File: config.mk
export PLATFORM = sky130hd
export DESIGN_NAME = savgol_frame_smoother_top_flat
export DESIGN_NICKNAME = d
export VERILOG_FILES = /design/src/rtl/sgfs_pkg.sv /design/src/rtl/sgfs_if.sv /design/src/rtl/sgfs_div35.sv /design/src/rtl/savgol_frame_smoother_top.sv /design/src/flat_wrapper.sv
export SDC_FILE = /design/constraint.sdc
export NUM_CORES = 1
export LEC_CHECK = 0
export BUFFER_PORTS_ARGS = -buffer_cell sky130_fd_sc_hd__buf_4
export CORE_UTILIZATION = 55
export CTS_CLUSTER_DIAMETER = 80
export CTS_CLUSTER_SIZE = 20
export DETAILED_ROUTE_END_ITERATION = 8
export GPL_TIMING_DRIVEN = 0
export PLACE_DENSITY = 0.69
export SYNTH_ARGS = -nofsm -noshare
export SYNTH_HDL_FRONTEND = slang
export SYNTH_SLANG_ARGS = --single-unit
File: constraint.sdc
create_clock -name i_clk -period 21.9 [get_ports i_clk]
set_input_delay 1.095 -clock i_clk [delete_from_list [all_inputs] [get_ports i_clk]]
set_output_delay 1.095 -clock i_clk [all_outputs]
set_load 0.01 [all_outputs]
File: src/rtl/sgfs_pkg.sv
// shared constants for the savitzky-golay frame smoother
`timescale 1ns / 1ps
`default_nettype none

package sgfs_pkg;

    // result field widths
    localparam int SMOOTH_W = 17;
    localparam int POS_W    = 7;

    // 5-point quadratic kernel: -3, 12, 17, 12, -3 over 35
    localparam int C_CTR   = 17;
    localparam int C_NEAR  = 12;
    localparam int C_FAR   = 3;
    localparam int DIVISOR = 35;

    // frame indices with special handling
    localparam int K_HOLD  = 4;   // center of third position known, held
    localparam int K_BURST = 5;   // four leading positions go out

    // record queue between the divider and the output sequencer
    localparam int REC_DEPTH = 8;

    // index of the final beat within one record
    localparam logic [1:0] SUB_SINGLE = 2'd0;
    localparam logic [1:0] SUB_EDGE   = 2'd2;
    localparam logic [1:0] SUB_BURST  = 2'd3;

endpackage

`default_nettype wire

File: src/rtl/sgfs_if.sv
// valid/ready channel interfaces for samples in and smoothed results out
`timescale 1ns / 1ps
`default_nettype none

interface sgfs_in_if #(
    parameter int SAMPLE_BITS = 16
) ();
    logic                   valid;
    logic                   ready;
    logic [SAMPLE_BITS-1:0] sample;

    modport source (output valid, output sample, input ready);
    modport sink   (input valid, input sample, output ready);
endinterface

interface sgfs_out_if
    import sgfs_pkg::*;
();
    logic                valid;
    logic                ready;
    logic [SMOOTH_W-1:0] smoothed;
    logic [POS_W-1:0]    position;
    logic                frame_end;

    modport source (output valid, output smoothed, output position, output frame_end,
                    input ready);
    modport sink   (input valid, input smoothed, input position, input frame_end,
                    output ready);
endinterface

`default_nettype wire

File: src/rtl/sgfs_div35.sv
// two-stage divide by 35 through an exact reciprocal multiply
`timescale 1ns / 1ps
`default_nettype none

module sgfs_div35
    import sgfs_pkg::*;
#(
    parameter int IN_W  = 22,
    parameter int TAG_W = 7
) (
    input  wire logic                i_clk,
    input  wire logic                i_rst_n,
    input  wire logic                i_valid,
    input  wire logic [IN_W-1:0]     i_mag,
    input  wire logic [TAG_W-1:0]    i_tag,
    output logic                     o_valid,
    output logic [SMOOTH_W-1:0]      o_quot,
    output logic [TAG_W-1:0]         o_tag
);

    // floor(x * m / 2^p) equals floor(x / 35) for every x below 2^IN_W
    localparam int SHIFT = IN_W + 6;
    localparam int M_W   = IN_W + 2;
    localparam int LO_W  = IN_W / 2;
    localparam int HI_W  = IN_W - LO_W;
    localparam int PL_W  = LO_W + M_W;
    localparam int PH_W  = HI_W + M_W;
    localparam int PS_W  = IN_W + M_W + 1;
    localparam logic [M_W-1:0] RECIP =
        M_W'(((64'd1 << SHIFT) + 64'(DIVISOR - 1)) / 64'(DIVISOR));

    logic              r_a_valid;
    logic [PL_W-1:0]   r_a_plo;
    logic [PH_W-1:0]   r_a_phi;
    logic [TAG_W-1:0]  r_a_tag;

    logic              r_b_valid;
    logic [SMOOTH_W-1:0] r_b_quot;
    logic [TAG_W-1:0]  r_b_tag;

    logic [PS_W-1:0]   w_prod;

    // stage a: two half-width partial products
    always_ff @(posedge i_clk) begin
        if (!i_rst_n) begin
            r_a_valid <= 1'b0;
        end else begin
            r_a_valid <= i_valid;
        end
        r_a_plo <= PL_W'(i_mag[LO_W-1:0]) * PL_W'(RECIP);
        r_a_phi <= PH_W'(i_mag[IN_W-1:LO_W]) * PH_W'(RECIP);
        r_a_tag <= i_tag;
    end

    // recombine and keep the quotient bits
    assign w_prod = (PS_W'(r_a_phi) << LO_W) + PS_W'(r_a_plo);

    // stage b: quotient register
    always_ff @(posedge i_clk) begin
        if (!i_rst_n) begin
            r_b_valid <= 1'b0;
        end else begin
            r_b_valid <= r_a_valid;
        end
        r_b_quot <= SMOOTH_W'(w_prod >> SHIFT);
        r_b_tag  <= r_a_tag;
    end

    assign o_valid = r_b_valid;
    assign o_quot  = r_b_quot;
    assign o_tag   = r_b_tag;

endmodule

`default_nettype wire

File: src/rtl/savgol_frame_smoother_top.sv
// 5-point quadratic savitzky-golay smoother over fixed-length frames
//
//  channel   dir  handshake      payload
//  i_in      in   valid/ready    sample [SAMPLE_BITS]
//  o_out     out  valid/ready    smoothed [17], position [7], frame_end
//
//  one sample is taken per cycle while i_in.ready is high; a frame of FRAME_LEN
//  samples gives FRAME_LEN results, one beat per cycle on the output side while
//  o_out.ready is high; a result passes through the kernel sum register, two divider
//  stages, the record queue, then the output register
//  the first sample past the leading edge of a frame releases four beats and the
//  last sample three; an 8-record queue absorbs these bursts
//  i_in.ready drops only when the queue plus the items in the pipeline reach 8
//  reset is synchronous and clears the frame index, pipeline valids and queue

`timescale 1ns / 1ps
`default_nettype none

module savgol_frame_smoother_top
    import sgfs_pkg::*;
#(
    parameter int FRAME_LEN   = 128,
    parameter int SAMPLE_BITS = 16
) (
    input  wire logic   i_clk,
    input  wire logic   i_rst_n,
    sgfs_in_if.sink     i_in,
    sgfs_out_if.source  o_out
);

    localparam int KW    = $clog2(FRAME_LEN);
    localparam int MAG_W = SAMPLE_BITS + 6;
    localparam int PTR_W = $clog2(REC_DEPTH);
    localparam int CNT_W = $clog2(REC_DEPTH + 1);
    localparam logic [KW-1:0] K_LAST = KW'(FRAME_LEN - 1);

    // sample window and frame position
    logic [SAMPLE_BITS-1:0] r_hist [5];
    logic [KW-1:0]          r_k;

    // kernel sum stage
    logic                   r_s1_valid;
    logic [MAG_W-1:0]       r_s1_mag;
    logic [KW-1:0]          r_s1_k;
    logic [MAG_W-1:0]       w_pos_sum;
    logic [MAG_W-1:0]       w_neg_sum;
    logic [MAG_W-1:0]       w_mag;

    // divider output
    logic                   w_d_valid;
    logic [SMOOTH_W-1:0]    w_d_quot;
    logic [KW-1:0]          w_d_k;

    // held edge values
    logic [SMOOTH_W-1:0]    r_held0;
    logic [SMOOTH_W-1:0]    r_held1;

    // record queue
    logic [SMOOTH_W-1:0]    r_rec_y    [REC_DEPTH];
    logic [SMOOTH_W-1:0]    r_rec_hold [REC_DEPTH];
    logic [KW-1:0]          r_rec_k    [REC_DEPTH];
    logic [PTR_W-1:0]       r_wr_ptr;
    logic [PTR_W-1:0]       r_rd_ptr;
    logic [CNT_W-1:0]       r_count;
    logic [CNT_W-1:0]       n_count;
    logic [1:0]             r_inflight;
    logic [1:0]             n_inflight;

    // output sequencer
    logic [1:0]             r_sub;
    logic [1:0]             n_sub;
    logic                   r_ov;
    logic [SMOOTH_W-1:0]    r_smoothed;
    logic [POS_W-1:0]       r_position;
    logic                   r_frame_end;

    logic                   w_ready;
    logic                   w_accept;
    logic                   w_push;
    logic                   w_load;
    logic                   w_pop;
    logic [KW-1:0]          w_h_k;
    logic                   w_h_burst;
    logic                   w_h_last;
    logic [1:0]             w_last_sub;
    logic [SMOOTH_W-1:0]    w_val;
    logic [POS_W-1:0]       w_pos;
    logic                   w_end;

    // room check covers every item already past the input
    assign w_ready  = ((CNT_W + 1)'(r_count) + (CNT_W + 1)'(r_inflight))
                      < (CNT_W + 1)'(REC_DEPTH);
    assign w_accept = i_in.valid && w_ready;
    assign i_in.ready = w_ready;

    // kernel sum over the window after this beat, clamped at zero
    assign w_pos_sum = MAG_W'(C_CTR) * MAG_W'(r_hist[3])
                     + MAG_W'(C_NEAR) * (MAG_W'(r_hist[2]) + MAG_W'(r_hist[4]));
    assign w_neg_sum = MAG_W'(C_FAR) * (MAG_W'(r_hist[1]) + MAG_W'(i_in.sample));
    assign w_mag     = (w_pos_sum < w_neg_sum) ? '0 : w_pos_sum - w_neg_sum;

    // window shift, frame index and sum register
    always_ff @(posedge i_clk) begin
        if (!i_rst_n) begin
            for (int i = 0; i < 5; i++) begin
                r_hist[i] <= '0;
            end
            r_k        <= '0;
            r_s1_valid <= 1'b0;
        end else begin
            r_s1_valid <= w_accept;
            if (w_accept) begin
                for (int i = 0; i < 4; i++) begin
                    r_hist[i] <= r_hist[i+1];
                end
                r_hist[4] <= SAMPLE_BITS'(i_in.sample);
                r_k       <= (r_k == K_LAST) ? '0 : r_k + KW'(1);
            end
        end
        r_s1_mag <= w_mag;
        r_s1_k   <= r_k;
    end

    sgfs_div35 #(
        .IN_W  (MAG_W),
        .TAG_W (KW)
    ) u_div (
        .i_clk   (i_clk),
        .i_rst_n (i_rst_n),
        .i_valid (r_s1_valid),
        .i_mag   (r_s1_mag),
        .i_tag   (r_s1_k),
        .o_valid (w_d_valid),
        .o_quot  (w_d_quot),
        .o_tag   (w_d_k)
    );

    // positions from the burst point on leave as records
    assign w_push = w_d_valid && (w_d_k >= KW'(K_BURST));

    // held values and record write
    always_ff @(posedge i_clk) begin
        if (!i_rst_n) begin
            r_held0  <= '0;
            r_held1  <= '0;
            r_wr_ptr <= '0;
        end else begin
            if (w_d_valid && w_d_k == KW'(K_HOLD)) begin
                r_held0 <= w_d_quot;
            end
            if (w_d_valid && w_d_k >= KW'(K_HOLD)) begin
                r_held1 <= w_d_quot;
            end
            if (w_push) begin
                r_wr_ptr <= r_wr_ptr + PTR_W'(1);
            end
        end
        if (w_push) begin
            r_rec_y[r_wr_ptr]    <= w_d_quot;
            r_rec_hold[r_wr_ptr] <= (w_d_k == KW'(K_BURST)) ? r_held0 : r_held1;
            r_rec_k[r_wr_ptr]    <= w_d_k;
        end
    end

    // expand the head record into its beats
    always_comb begin
        w_h_k      = r_rec_k[r_rd_ptr];
        w_h_burst  = (w_h_k == KW'(K_BURST));
        w_h_last   = (w_h_k == K_LAST);
        w_last_sub = w_h_burst ? SUB_BURST : (w_h_last ? SUB_EDGE : SUB_SINGLE);
        if (w_h_burst) begin
            w_pos = POS_W'(r_sub);
            w_val = (r_sub == 2'd1 || r_sub == 2'd2) ? r_rec_hold[r_rd_ptr]
                                                     : r_rec_y[r_rd_ptr];
        end else begin
            w_pos = POS_W'(w_h_k - KW'(2) + KW'(r_sub));
            w_val = (w_h_last && r_sub == SUB_EDGE) ? r_rec_hold[r_rd_ptr]
                                                    : r_rec_y[r_rd_ptr];
        end
        w_end  = w_h_last && (r_sub == SUB_EDGE);
        w_load = (r_count != '0) && (!r_ov || o_out.ready);
        w_pop  = w_load && (r_sub == w_last_sub);
        n_sub  = w_load ? (w_pop ? 2'd0 : r_sub + 2'd1) : r_sub;
        n_count    = r_count + CNT_W'(w_push) - CNT_W'(w_pop);
        n_inflight = r_inflight + 2'(w_accept) - 2'(w_d_valid);
    end

    // queue pointers, counts and output register
    always_ff @(posedge i_clk) begin
        if (!i_rst_n) begin
            r_rd_ptr   <= '0;
            r_count    <= '0;
            r_inflight <= '0;
            r_sub      <= '0;
            r_ov       <= 1'b0;
        end else begin
            r_count    <= n_count;
            r_inflight <= n_inflight;
            r_sub      <= n_sub;
            if (w_pop) begin
                r_rd_ptr <= r_rd_ptr + PTR_W'(1);
            end
            if (w_load) begin
                r_ov <= 1'b1;
            end else if (o_out.ready) begin
                r_ov <= 1'b0;
            end
        end
        if (w_load) begin
            r_smoothed  <= w_val;
            r_position  <= w_pos;
            r_frame_end <= w_end;
        end
    end

    assign o_out.valid     = r_ov;
    assign o_out.smoothed  = r_smoothed;
    assign o_out.position  = r_position;
    assign o_out.frame_end = r_frame_end;

endmodule

`default_nettype wire

File: src/flat_wrapper.sv
// flat-port wrapper written by rule: the top's interface ports become plain ports
module savgol_frame_smoother_top_flat import sgfs_pkg::*;
#(
    parameter int FRAME_LEN   = 128,
    parameter int SAMPLE_BITS = 16
)
  (i_clk, i_rst_n, i_in_valid, i_in_sample, i_in_ready, o_out_valid, o_out_smoothed, o_out_position, o_out_frame_end, o_out_ready);
  sgfs_in_if #(.SAMPLE_BITS(SAMPLE_BITS)) i_in_i ();
  sgfs_out_if o_out_i ();
  input  wire logic i_clk;
  input  wire logic i_rst_n;
  input wire logic [$bits(i_in_i.valid)-1:0] i_in_valid;
  input wire logic [$bits(i_in_i.sample)-1:0] i_in_sample;
  output wire logic [$bits(i_in_i.ready)-1:0] i_in_ready;
  output wire logic [$bits(o_out_i.valid)-1:0] o_out_valid;
  output wire logic [$bits(o_out_i.smoothed)-1:0] o_out_smoothed;
  output wire logic [$bits(o_out_i.position)-1:0] o_out_position;
  output wire logic [$bits(o_out_i.frame_end)-1:0] o_out_frame_end;
  input wire logic [$bits(o_out_i.ready)-1:0] o_out_ready;
  assign i_in_i.valid = i_in_valid;
  assign i_in_i.sample = i_in_sample;
  assign i_in_ready = i_in_i.ready;
  assign o_out_valid = o_out_i.valid;
  assign o_out_smoothed = o_out_i.smoothed;
  assign o_out_position = o_out_i.position;
  assign o_out_frame_end = o_out_i.frame_end;
  assign o_out_i.ready = o_out_ready;
  savgol_frame_smoother_top #(.FRAME_LEN(FRAME_LEN), .SAMPLE_BITS(SAMPLE_BITS)) u_core (.i_clk(i_clk), .i_rst_n(i_rst_n), .i_in(i_in_i), .o_out(o_out_i));
endmodule
==> impl_metrics.toml <==
[critical_path]
cp.required_ns = 22.38
rrSetupSlack_ns = 13.90
crit_buf_inv = 5
cpLargestDelayFamily = "adder cells"
slowest_delay_ns = 0.53
rr_endpoint = "u_core.r_s1_mag[17]"
crit_fanout = 10
cpMostUsedCell = "ha_1"
reg2reg_depth = 31
criticalPathCategory = "register to register"
startpoint_type = "register"
critPathArrivalTime_ns = 8.48
reg2reg_from = "u_core.r_hist[0][32]"
crit_slowest_cell = "o41ai_1"
cp-end-kind = "register"

[clock_network]
insertion_delay_ns = 0.61
tritoncts = "built"
path_clk_slew_ns = 0.08
cts_buffers = 39
cts_resized = 0
ctsHtreeMaxLevel = 2
clockBufferDepth = 3
cts_hold_buf = 0
root_buffer = "clkbuf_16"
post_cts_buffers = 0
cts_sinks = 596

[timing]
hold_violations = 0
worstMarginPinSlew_ns = 1.27
fin_crit_sh_pct = 36.5
skew_ns = 0.0383
whs_ns = 0.331
slew_viol_final = 0
layout_min_cycle_time_ns = 8.00
final.setup.tns_ns = 0
rsz0062_at_grt = "false"
setup_viol = 0
max_clock_freq_ghz = 0.125
max_slew_margin_pct = 15.5

[grt]
grtUsageMet1_pct = 29.6
antenna_found_initial = 0
grt-busiest-layer = "met2"
grt_pass1_wl_um = 107000
grtUsageMet3_pct = 2.58
grt_max_degree = 39
grt-ovfl-total = 0
grt_pass1_vias = 20000
use_met2_pct = 40.1
track_usage_pct = 22.6

[synth]
postSynthCellCount = 2573
postSynthNetCount = 3056
synth_seq_area_share_pct = 48.7
synth.distinct_cells = 79
synth_ff_type = "edfxtp_1"
avgSynthCellArea_um2 = 12.9
synth-seq-cells = 596
yosys_warnings = 0
synthArstFlopShare_pct = 0
synth-edff-count = 417
syn_area_um2 = 33100

[outcome]
failed_checks = "DRC"
status = "finished, violations left"

[placement]
dpl.hpwl_um = 51300
dp_cells = 3422
place.gp.congestion = 0.858
io_buffers = 46

[routing]
drtPass1Iterations = 8
drc_errors = 9
routed-via-count = 19800
drt_iter0_markers = 1073
wl_um = 67700
vias_per_cell = 5.68
routedWlPerCell_um = 19.4
drtAntennaViolNets = 0

[floorplanning]
die_h_um = 247
dieArea_um2 = 61100
core_area_um2 = 59200
io_pins = 47
die_w_um = 247
start_util_pct = 55.8
num_rows = 89

[min_path]
min_to = "u_core.u_div.r_a_tag[2]"
hp-start = "u_core.r_s1_k[2]"
whs_path_depth = 0
min_path_type = "register to register"

[cells_and_area]
final_common_cell = "edfxtp_1"
final_cell_mix = "edfxtp_1 (417), ha_1 (356), inv_1 (274)"
num_antenna_cells = 0
nets = 3174
drive_gt1_share_pct = 10.2
stdcell_count = 3495
fillers = 4607
synthToLayoutAreaGrowth_pct = 9.10

[run]
drv_cap = 0
metrics by stage:
stage,utilization [%],area (um^2),setup slack (ns)
3_5_place_dp,58.7,34800,14.00
3_3_place_gp,58.0,34400,13.07
2_1_floorplan,-,33100,15.00
6_report,60.9,36100,13.90
4_1_cts,60.9,36100,13.92
5_1_grt,60.9,36100,13.36
state kept, by name (all words and copies together), names as in the netlist, 2 cells and up, named ones only:
register	flops
u_core.u_div.r_a_phi	34
u_core.u_div.o_quot	17
u_core.r_s1_k	7
u_core.r_count	4
u_core.r_hist	64
u_core.r_rec_y	136
u_core.u_div.o_tag	7
u_core.u_div.r_a_plo	23
u_core.u_div.r_a_tag	7
u_core.r_wr_ptr	3
u_core.r_rd_ptr	3
u_core.r_inflight	2
u_core.r_sub	2
u_core.r_rec_hold	136
u_core.r_rec_k	56
u_core.r_held0	17
u_core.o_out.position	7
u_core.r_held1	17
u_core.o_out.smoothed	17
u_core.r_k	7
u_core.r_s1_mag	22
logic make-up after synthesis:
kind of cell,Yosys count,synth area share (%)
buf+inv,331,3.91
simple gates,510,7.64
flops,596,48.7
compound gates,362,7.05
xor+xnor,164,4.34
mux,147,8.41
fa+ha+maj,463,19.9
cell type report:
type,count,area (um^2),share of cell area (%)
tap,773,967,2.68
clock buffer,62,1080,3.00
inverter,276,1040,2.87
timing repair buffer,77,737,2.04
clock inverter,10,175,0.485
multi-input combinational,1646,15700,43.6
sequential,596,16100,44.6
buffer,55,256,0.711
synthesized netlist by cell type, types with 8 or more instances:
master    number  area, um^2
a21oi_1      122         611
ha_1         356        4450
o21bai_1      21         158
mux4_2        88        1980
fa_1         107        2140
nand3_1       32         160
xor2_1        53         464
xnor2_1      111         972
nand4_1       11        68.8
nor2_1       143         537
a31oi_1       14        87.6
mux4_1        11         289
a21o_1        46         345
and2_1        15        93.8
o21a_1        18         135
nand2_1      111         417
or3_1         12        75.1
and3_1        78         488
nor3b_1        8        60.1
nand2b_1      17         106
mux2i_1       27         270
a211oi_1      13        97.6
edfxtp_1     417       12500
mux2_2        19         214
dfxtp_1      179        3580
nor2b_1       16         100
clkbuf_1      45         169
nor3_1        43         215
inv_1        274        1030
o21ai_0       58         290
how the worst max path moves through the flow:
stage,start,to,slack (ns),cells past startpoint
2_1_floorplan,u_core.r_hist[0][32],u_core.r_s1_mag[11],15.00,32
3_3_place_gp,u_core.u_div.o_tag[3],u_core.r_rec_hold[2][5],13.07,5
3_5_place_dp,u_core.r_hist[0][32],u_core.r_s1_mag[7],14.00,31
4_1_cts,u_core.r_hist[0][32],u_core.r_s1_mag[0],13.92,31
5_1_grt,u_core.r_hist[0][32],u_core.r_s1_mag[17],13.36,31
6_report,u_core.r_hist[0][32],u_core.r_s1_mag[17],13.90,31
per-layer routing:
layer	vias to the layer above	routed length (um)
met5	-	0
met2	356	34400
met3	94	2700
met4	0	1340
met1	9836	29300
li1	9554	-
Power is left out: the tool's default activity adds up to more than one toggle a clock period on the data nets, which glitch-free logic cannot reach.
